<file path="src/sv/kmpq_pkg.sv">
// Shared constants, codes and types for the keyed max-priority queue.
// Used by the controller, the datapath, the top level and the checker.
package kmpq_pkg;

    localparam int ENTRIES       = 64;
    localparam int KEY_BITS      = 16;
    localparam int PRIORITY_BITS = 32;

    localparam int KEY_PORT_W  = 16;
    localparam int PRIO_PORT_W = 32;
    localparam int IDX_W       = (ENTRIES > 1) ? $clog2(ENTRIES) : 1;
    localparam int OCC_W       = $clog2(ENTRIES + 1);
    localparam int SLOT_W      = KEY_BITS + PRIORITY_BITS;

    localparam logic KIND_SET = 1'b0;
    localparam logic KIND_POP = 1'b1;

    typedef enum logic [1:0] {
        ST_SET_OK   = 2'd0,
        ST_SET_FULL = 2'd1,
        ST_POPPED   = 2'd2,
        ST_EMPTY    = 2'd3
    } status_t;

    // controller to datapath
    typedef struct packed {
        logic load;    // capture the accepted word, clear the sweep
        logic read;    // issue one slot read and advance the sweep
        logic commit;  // update the store and load the result register
    } cmd_t;

    // datapath to controller
    typedef struct packed {
        logic scan_last;  // sweep index sits on the last slot
        logic out_free;   // result register can take a word this cycle
    } dp_status_t;

    function automatic logic [KEY_BITS-1:0] key_from_port(input logic [KEY_PORT_W-1:0] k);
        logic [KEY_BITS+KEY_PORT_W-1:0] t;
        t = {{KEY_BITS{1'b0}}, k};
        return t[KEY_BITS-1:0];
    endfunction

    function automatic logic [KEY_PORT_W-1:0] key_to_port(input logic [KEY_BITS-1:0] k);
        logic [KEY_BITS+KEY_PORT_W-1:0] t;
        t = {{KEY_PORT_W{1'b0}}, k};
        return t[KEY_PORT_W-1:0];
    endfunction

    function automatic logic [PRIORITY_BITS-1:0] prio_from_port(
        input logic [PRIO_PORT_W-1:0] p);
        logic [PRIORITY_BITS+PRIO_PORT_W-1:0] t;
        t = {{PRIORITY_BITS{p[PRIO_PORT_W-1]}}, p};
        return t[PRIORITY_BITS-1:0];
    endfunction

    function automatic logic [PRIO_PORT_W-1:0] prio_to_port(
        input logic [PRIORITY_BITS-1:0] p);
        logic [PRIORITY_BITS+PRIO_PORT_W-1:0] t;
        t = {{PRIO_PORT_W{p[PRIORITY_BITS-1]}}, p};
        return t[PRIO_PORT_W-1:0];
    endfunction

endpackage

</file>
<file path="src/sv/keyed_max_priority_queue.sv">
// Keyed max-priority queue: top level joining the sequencer and the datapath.
// Depends on kmpq_pkg, kmpq_ctrl, kmpq_dpath (and kmpq_ram below it).
//
// Usage
//   Item channel (item_valid / item_stall): one word carries kind, key and
//   priority_req. kind set inserts the key or replaces its priority; kind pop
//   removes the entry of highest priority, the lowest key winning a tie.
//   Result channel (result_valid / result_stall): exactly one word per item,
//   with status (set accepted, set dropped because the store is full, popped,
//   queue empty) and, for a pop, the removed key and priority; otherwise zero.
// Timing
//   An item sweeps every slot of the store through one RAM read port, one slot
//   a cycle; a drain state and a commit state follow before the result is
//   loaded. Only one item is in flight; item_stall is high from acceptance
//   until the result has been loaded into the result register.
// Reset
//   rst_n (asynchronous, active low) empties the queue at once; no clearing
//   pass follows; the sweep ignores the contents of a slot whose valid bit is clear.
// Back-pressure
//   While result_stall is high the result word holds. The block still sweeps
//   the next item and waits before its commit until the result register frees.
module keyed_max_priority_queue (
    input  logic                                    clk,
    input  logic                                    rst_n,
    input  logic                                    item_valid,
    output logic                                    item_stall,
    input  logic                                    kind,
    input  logic [kmpq_pkg::KEY_PORT_W-1:0]         key,
    input  logic signed [kmpq_pkg::PRIO_PORT_W-1:0] priority_req,
    output logic                                    result_valid,
    input  logic                                    result_stall,
    output logic [1:0]                              status,
    output logic [kmpq_pkg::KEY_PORT_W-1:0]         popped_key,
    output logic signed [kmpq_pkg::PRIO_PORT_W-1:0] popped_priority
);
    import kmpq_pkg::*;

    // command and status between sequencer and datapath
    cmd_t       cmd;
    dp_status_t dp_stat;

    kmpq_ctrl u_ctrl (
        .clk        (clk),
        .rst_n      (rst_n),
        .item_valid (item_valid),
        .item_stall (item_stall),
        .dp_stat    (dp_stat),
        .cmd        (cmd)
    );

    kmpq_dpath u_dpath (
        .clk             (clk),
        .rst_n           (rst_n),
        .cmd             (cmd),
        .dp_stat         (dp_stat),
        .kind            (kind),
        .key             (key),
        .priority_req    (priority_req),
        .result_valid    (result_valid),
        .result_stall    (result_stall),
        .status          (status),
        .popped_key      (popped_key),
        .popped_priority (popped_priority)
    );

endmodule

</file>
<file path="src/sv/kmpq_ram.sv">
// Generic single-write, single-read RAM with a registered read port.
// No dependencies.
module kmpq_ram #(
    parameter int WIDTH = 8,
    parameter int DEPTH = 16
) (
    input  logic                                      clk,
    input  logic                                      wen,
    input  logic [((DEPTH > 1) ? $clog2(DEPTH) : 1)-1:0] waddr,
    input  logic [WIDTH-1:0]                          wdata,
    input  logic                                      ren,
    input  logic [((DEPTH > 1) ? $clog2(DEPTH) : 1)-1:0] raddr,
    output logic [WIDTH-1:0]                          rdata
);

    logic [WIDTH-1:0] mem [DEPTH];

    always_ff @(posedge clk)
    begin
        if (wen)
        begin
            mem[waddr] <= wdata;
        end
        if (ren)
        begin
            rdata <= mem[raddr];
        end
    end

endmodule

</file>
<file path="src/sv/kmpq_ctrl.sv">
// Sequencer for the keyed max-priority queue: accept, sweep, commit.
// Depends on kmpq_pkg.
module kmpq_ctrl (
    input  logic                clk,
    input  logic                rst_n,
    input  logic                item_valid,
    output logic                item_stall,
    input  kmpq_pkg::dp_status_t dp_stat,
    output kmpq_pkg::cmd_t      cmd
);
    import kmpq_pkg::*;

    typedef enum logic [3:0] {
        S_IDLE   = 4'b0001,
        S_SCAN   = 4'b0010,
        S_DRAIN  = 4'b0100,
        S_COMMIT = 4'b1000
    } state_t;

    state_t state_reg;
    state_t state_next;

    assign item_stall = (state_reg != S_IDLE);

    always_comb
    begin
        state_next = state_reg;
        cmd        = '0;
        unique case (state_reg)
            S_IDLE:
            begin
                if (item_valid)
                begin
                    cmd.load   = 1'b1;
                    state_next = S_SCAN;
                end
            end
            S_SCAN:
            begin
                cmd.read = 1'b1;
                if (dp_stat.scan_last)
                begin
                    state_next = S_DRAIN;
                end
            end
            S_DRAIN:
            begin
                state_next = S_COMMIT;
            end
            S_COMMIT:
            begin
                // hold until the result register is free
                if (dp_stat.out_free)
                begin
                    cmd.commit = 1'b1;
                    state_next = S_IDLE;
                end
            end
            default:
            begin
                state_next = S_IDLE;
            end
        endcase
    end

    always_ff @(posedge clk or negedge rst_n)
    begin
        if (!rst_n)
        begin
            state_reg <= S_IDLE;
        end
        else
        begin
            state_reg <= state_next;
        end
    end

endmodule

</file>
<file path="src/sv/kmpq_dpath.sv">
// Datapath of the keyed max-priority queue: slot store, sweep, result register.
// Depends on kmpq_pkg and kmpq_ram.
module kmpq_dpath (
    input  logic                                 clk,
    input  logic                                 rst_n,
    input  kmpq_pkg::cmd_t                       cmd,
    output kmpq_pkg::dp_status_t                 dp_stat,
    input  logic                                 kind,
    input  logic [kmpq_pkg::KEY_PORT_W-1:0]      key,
    input  logic signed [kmpq_pkg::PRIO_PORT_W-1:0] priority_req,
    output logic                                 result_valid,
    input  logic                                 result_stall,
    output logic [1:0]                           status,
    output logic [kmpq_pkg::KEY_PORT_W-1:0]      popped_key,
    output logic signed [kmpq_pkg::PRIO_PORT_W-1:0] popped_priority
);
    import kmpq_pkg::*;

    // captured word
    logic                            kind_reg;
    logic [KEY_BITS-1:0]             key_reg;
    logic signed [PRIORITY_BITS-1:0] prio_reg;

    // sweep
    logic [IDX_W-1:0] scan_reg;
    logic             rd_live_reg;
    logic [IDX_W-1:0] rd_idx_reg;

    // store state
    logic [ENTRIES-1:0] slot_valid_reg;
    logic [OCC_W-1:0]   occ_reg;

    // sweep results
    logic                            match_found_reg;
    logic [IDX_W-1:0]                match_idx_reg;
    logic                            free_found_reg;
    logic [IDX_W-1:0]                free_idx_reg;
    logic                            best_found_reg;
    logic [IDX_W-1:0]                best_idx_reg;
    logic [KEY_BITS-1:0]             best_key_reg;
    logic signed [PRIORITY_BITS-1:0] best_prio_reg;

    // result register
    logic                            res_valid_reg;
    status_t                         res_status_reg;
    logic [KEY_PORT_W-1:0]           res_key_reg;
    logic signed [PRIO_PORT_W-1:0]   res_prio_reg;

    logic                            ram_wen;
    logic [IDX_W-1:0]                ram_waddr;
    logic [SLOT_W-1:0]               ram_rdata;
    logic [KEY_BITS-1:0]             rd_key;
    logic signed [PRIORITY_BITS-1:0] rd_prio;
    logic                            rd_held;
    logic                            rd_better;
    logic                            is_pop;
    logic                            full;
    logic                            set_ok;
    status_t                         status_next;

    kmpq_ram #(
        .WIDTH (SLOT_W),
        .DEPTH (ENTRIES)
    ) u_slots (
        .clk   (clk),
        .wen   (ram_wen),
        .waddr (ram_waddr),
        .wdata ({key_reg, prio_reg}),
        .ren   (cmd.read),
        .raddr (scan_reg),
        .rdata (ram_rdata)
    );

    assign rd_key  = ram_rdata[SLOT_W-1:PRIORITY_BITS];
    assign rd_prio = signed'(ram_rdata[PRIORITY_BITS-1:0]);
    assign rd_held = rd_live_reg && slot_valid_reg[rd_idx_reg];

    // higher priority wins, equal priority goes to the lower key
    assign rd_better = !best_found_reg || (rd_prio > best_prio_reg)
                       || ((rd_prio == best_prio_reg) && (rd_key < best_key_reg));

    assign is_pop = (kind_reg == KIND_POP);
    assign full   = (occ_reg == OCC_W'(ENTRIES));
    assign set_ok = match_found_reg || !full;

    assign ram_wen   = cmd.commit && !is_pop && set_ok;
    assign ram_waddr = match_found_reg ? match_idx_reg : free_idx_reg;

    always_comb
    begin
        if (is_pop)
        begin
            status_next = best_found_reg ? ST_POPPED : ST_EMPTY;
        end
        else
        begin
            status_next = set_ok ? ST_SET_OK : ST_SET_FULL;
        end
    end

    assign dp_stat.scan_last = (scan_reg == IDX_W'(ENTRIES - 1));
    assign dp_stat.out_free  = !res_valid_reg || !result_stall;

    assign result_valid    = res_valid_reg;
    assign status          = res_status_reg;
    assign popped_key      = res_key_reg;
    assign popped_priority = res_prio_reg;

    // control state
    always_ff @(posedge clk or negedge rst_n)
    begin
        if (!rst_n)
        begin
            rd_live_reg     <= 1'b0;
            slot_valid_reg  <= '0;
            occ_reg         <= '0;
            match_found_reg <= 1'b0;
            free_found_reg  <= 1'b0;
            best_found_reg  <= 1'b0;
            res_valid_reg   <= 1'b0;
        end
        else
        begin
            rd_live_reg <= cmd.read;

            if (cmd.load)
            begin
                match_found_reg <= 1'b0;
                free_found_reg  <= 1'b0;
                best_found_reg  <= 1'b0;
            end
            else if (rd_live_reg)
            begin
                if (rd_held && (rd_key == key_reg))
                begin
                    match_found_reg <= 1'b1;
                end
                if (!slot_valid_reg[rd_idx_reg])
                begin
                    free_found_reg <= 1'b1;
                end
                if (rd_held && rd_better)
                begin
                    best_found_reg <= 1'b1;
                end
            end

            if (cmd.commit)
            begin
                if (is_pop && best_found_reg)
                begin
                    slot_valid_reg[best_idx_reg] <= 1'b0;
                    occ_reg <= occ_reg - OCC_W'(1);
                end
                else if (!is_pop && !match_found_reg && !full)
                begin
                    slot_valid_reg[free_idx_reg] <= 1'b1;
                    occ_reg <= occ_reg + OCC_W'(1);
                end
            end

            if (cmd.commit)
            begin
                res_valid_reg <= 1'b1;
            end
            else if (!result_stall)
            begin
                res_valid_reg <= 1'b0;
            end
        end
    end

    // payload
    always_ff @(posedge clk)
    begin
        if (cmd.load)
        begin
            kind_reg <= kind;
            key_reg  <= key_from_port(key);
            prio_reg <= signed'(prio_from_port(priority_req));
            scan_reg <= '0;
        end
        else if (cmd.read)
        begin
            scan_reg <= scan_reg + IDX_W'(1);
        end

        if (cmd.read)
        begin
            rd_idx_reg <= scan_reg;
        end

        if (rd_live_reg)
        begin
            if (rd_held && (rd_key == key_reg) && !match_found_reg)
            begin
                match_idx_reg <= rd_idx_reg;
            end
            if (!slot_valid_reg[rd_idx_reg] && !free_found_reg)
            begin
                free_idx_reg <= rd_idx_reg;
            end
            if (rd_held && rd_better)
            begin
                best_idx_reg  <= rd_idx_reg;
                best_key_reg  <= rd_key;
                best_prio_reg <= rd_prio;
            end
        end

        if (cmd.commit)
        begin
            res_status_reg <= status_next;
            if (status_next == ST_POPPED)
            begin
                res_key_reg  <= key_to_port(best_key_reg);
                res_prio_reg <= signed'(prio_to_port(best_prio_reg));
            end
            else
            begin
                res_key_reg  <= '0;
                res_prio_reg <= '0;
            end
        end
    end

endmodule

</file>
<file path="config.mk">
export PLATFORM = sky130hd
export DESIGN_NAME = keyed_max_priority_queue
export DESIGN_NICKNAME = d
export VERILOG_FILES = /design/src/sv/kmpq_pkg.sv /design/src/sv/keyed_max_priority_queue.sv /design/src/sv/kmpq_ram.sv /design/src/sv/kmpq_ctrl.sv /design/src/sv/kmpq_dpath.sv
export SDC_FILE = /design/constraint.sdc
export NUM_CORES = 2
export LEC_CHECK = 0
export ABC_CLOCK_PERIOD_IN_PS = 11200
export BUFFER_PORTS_ARGS = -buffer_cell sky130_fd_sc_hd__buf_4
export CAP_MARGIN = 10
export CORE_UTILIZATION = 39
export DETAILED_ROUTE_END_ITERATION = 10
export PLACE_DENSITY = 0.58
export RECOVER_POWER = 100
export SETUP_SLACK_MARGIN = 0.02
export SLEW_MARGIN = 10
export SYNTH_ARGS = -nofsm -noshare
export SYNTH_HDL_FRONTEND = slang
export SYNTH_SLANG_ARGS = --single-unit
</file>
<file path="constraint.sdc">
create_clock -name clk -period 11.2 [get_ports clk]
set_input_delay 1.12 -clock clk [delete_from_list [all_inputs] [get_ports clk]]
set_output_delay 1.12 -clock clk [all_outputs]
set_load 0.02 [all_outputs]
</file>
==> run metrics <==
busiest grt layer met2; remaining routing DRC violations 0; LEAKAGE between 40 and 50 nW; Nets 5775; Min-Delay Path Depth 1; vias in the first global route slightly above 60k; R2R Path Start u_ctrl.state_reg[1]; adder-cell share of the synthesized area less than 1%; Clock Sinks around 3.4k; EDFF count, synth between 3k and 4k; Worst Hold End u_dpath.prio_reg[15]; initial core utilization between 30% and 40%; pin count of the biggest net entering global routing ~150; Syn Nets ~5.4k; GR Layer Usage met3 between 4 and 5%; layout cells sized above 1 approximately 28%; net switching power 7.97 mW; total wire length approximately 350000 um; Net Sw Frac around a quarter; 1st-iter DRT viols a little under 8k; length in cells of the worst reg-to-reg path 6; Post-CTS Setup Inserts 0; gr usage total between 20% and 30%; CP Data Required Time between 10 and 15 ns; vias per cell roughly 5.8; Avg Inst Size Synth 24.4 um^2; Mapped Area approximately 0.13 mm^2; Seq/Total Area, Yosys about 78%; Worst-path clk slew ~0.060 ns; critical-path cell list or4_1 > a21oi_1 > and3_1 > nand2_1 > nor2_1 > clkbuf_1; slack of the worst reg-to-reg path 3.00 ns; endpoints failing setup 0; CP arrival approximately 8.7 ns; Gate power share between 10% and 20%; Max-Cap Viols approximately 130; Pre-Repair DR Iteration Count 5; hold path start priority_req[15]; Power Dens Cells 215 mW/mm^2; setup TNS 0 ns; worst hold margin ~0.37 ns; CTS tree yes; clk_lat worst skew 0.97 ns; die height between 500 and 600 um; Synth Flop Type edfxtp_1; Synth Area in Compound Gates less than 1%; final slew viol count a little over 5k; Overflow after GRT 0; Hold Buf Count CTS 0; status complete, but fails checks; critical path's top delay family simple AND/OR/NAND/NOR gates; #FFs+latches synth 3377; Max clock buf depth 4; M1 GR Usage roughly 30%; post-cts sizing count 0; CTS H-Tree Depth 5; HP Class in2reg; Slew HR -195%; IO Port Bufs around 100; Final ANT Viol Nets 0; clk_skew a little under 0.06 ns; part of the cycle the worst path needs between 70 and 80%; CP max FO 19; met2 Resource Use GR between 30 and 40%; critical path launch point type register; Vias approximately 60k; Mapped Cells between 5k and 6k; Post-DP HPWL approximately 180000 um; Final Critical Period 8.20 ns; WP buf/inv 1; first-pass GRT wire length ~480000 um; kind of critical path reg2reg; GP Congestion 0.805; FF-to-FF End u_dpath.u_slots.mem[50][21]; unrepaired setup endpoints after global routing no; fillers about 27k; Die X-Extent 576 um; fmax ~0.12 GHz; CP max-delay cell a21oi_1; die area ~0.33 mm^2; share of flip-flops with an asynchronous set or reset 2.37%; max reg flops slightly above 3k; yosys warns 0; total CTS buffers 355; IO Count roughly 110; failing checks max-capacitance violations, max-slew violations; critical path launch point u_ctrl.state_reg[1]; Rows 210; Core ar. ~0.33 mm^2; multiplexer share of the synthesized area a little under a fifth; antenna violations before repair 20; area growth from synthesis to layout 13.6%; CP max stage delay approximately 2.4 ns; Root Driver clkbuf_16; Worst VDD drop approximately 0.22 mV; Worst-Margin Slew roughly 4.4 ns; CP endpoint kind register; Clk pwr share between 30% and 40%; largest family of logic cells by synthesized area multiplexers; WL per Instance between 30 and 40 um; Simple-Gate Fraction of Synth Area ~1.0%; synth unique cells 53; Int Power between 20 and 25 mW; Synth Area in XOR/XNOR less than 1%; Seq pwr share 46.8%; Hold Vio Cnt, Final 0
[routing by layer]
metal / routed length (um) / vias to the layer above
met2: 167000 / 2632
met3: 28700 / 406
li1: - / 23556
met4: 7440 / 4
met5: 17 / -
met1: 144000 / 33023
[final cells by class]
| cell class | count | area [um^2] | share of cell area, % |
|---|---|---|---|
| flip-flops and latches | 3377 | 101000 | 69.0 |
| multi-input cells | 1599 | 26500 | 18.1 |
| clock buffers | 425 | 9190 | 6.28 |
| well taps | 4346 | 5440 | 3.72 |
| clock inverters | 221 | 2250 | 1.54 |
| repair buffers | 276 | 1640 | 1.12 |
| inverters | 59 | 221 | 0.151 |
| diodes | 7 | 17.5 | 0.0120 |
[kinds of logic (layout without fill, tap and decap cells)]
group | Yosys count | in the layout
AOI/OAI and AO/OA | 193 | 193
other | 0 | 7
muxes | 1035 | 1035
buffers and inverters | 305 | 981
and+or+nand+nor | 291 | 291
xor gates and xnor gates | 26 | 26
adders and majority gates | 54 | 54
DFF | 3377 | 3377
[cells in the final DEF, fill, tap and decap left out, types with 4 or more instances in the layout]
cell type   instances
clkbuf_1          223
mux2i_1             5
dfrtp_1            79
xor2_1              7
edfxtp_1         3291
diode_2             7
inv_16              4
clkbuf_4           41
nand3_1            15
mux4_2           1028
nor2_1            142
buf_4              68
bufinv_16          26
nor3_1              6
inv_6              10
nor2b_1             9
nand4_1            14
a21oi_1            21
clkinv_2           59
buf_12             12
and3_1              7
a31oi_1             5
xnor2_1            19
nand2_1            69
clkinv_16          17
inv_1              58
a21o_1              6
clkinv_1           86
o21ai_0           139
dfxtp_1             4
nand2b_1            6
clkinvlp_4         14
o31ai_1             7
ha_1               53
clkbuf_16         357
[cell usage after synthesis (all sizes together) (3+ instances only)]
cell type	count	area share [%]
xor2	7	0.048
and4	3	0.020
nand4	14	0.068
buf	112	0.40
edfxtp	3291	77
a31oi	5	0.024
a21oi	21	0.082
or4	3	0.018
nor2	145	0.42
nand3	15	0.058
dfxtp	6	0.093
nor2b	9	0.044
o31ai	7	0.041
dfrtp	79	1.5
and3	7	0.034
ha	53	0.52
xnor2	19	0.13
nor3	6	0.023
a211oi	3	0.018
clkbuf	134	0.39
mux4	1028	18
nand2	69	0.20
mux2i	5	0.039
nor4	3	0.015
inv	58	0.17
o21ai	139	0.54
a21o	6	0.035
nand2b	6	0.029
[through the flow]
stage | cell area, um^2 | instances | total power [mW] | utilization [%] | worst slack [ns]
floorplan | 129000 | 5281 | 18.4 | - | 4.29
global placement | 136000 | 9656 | 20.1 | 41.5 | 5.77
detailed placement | 136000 | 9657 | 20.1 | 41.5 | 5.62
CTS | 147000 | 10303 | 31.7 | 45.0 | 5.56
global route | 146000 | 10307 | 32.4 | 44.6 | 2.81
finish | 146000 | 10310 | 31.4 | 44.6 | 3.00
[worst max-delay path by stage]
stage | cells after the start | end
finish | 6 | u_dpath.u_slots.mem[50][21]
global placement | 8 | u_dpath.best_key_reg[0]
detailed placement | 8 | u_dpath.best_key_reg[0]
global route | 7 | u_dpath.u_slots.mem[41][43]
floorplan | 4 | u_dpath.u_slots.mem[22][0]
CTS | 8 | u_dpath.best_idx_reg[5]
[power by group through the flow]
stage	sequential [mW]	clock, mW	combinational [mW]
3_5_place_dp	14.9	0	5.26
6_report	14.7	11.6	5.13
4_1_cts	14.6	11.8	5.27
2_1_floorplan	15.1	0	3.35
5_1_grt	14.7	12.3	5.43
3_3_place_gp	14.9	0	5.20
Note: power is estimated with default switching activity, not from simulation.
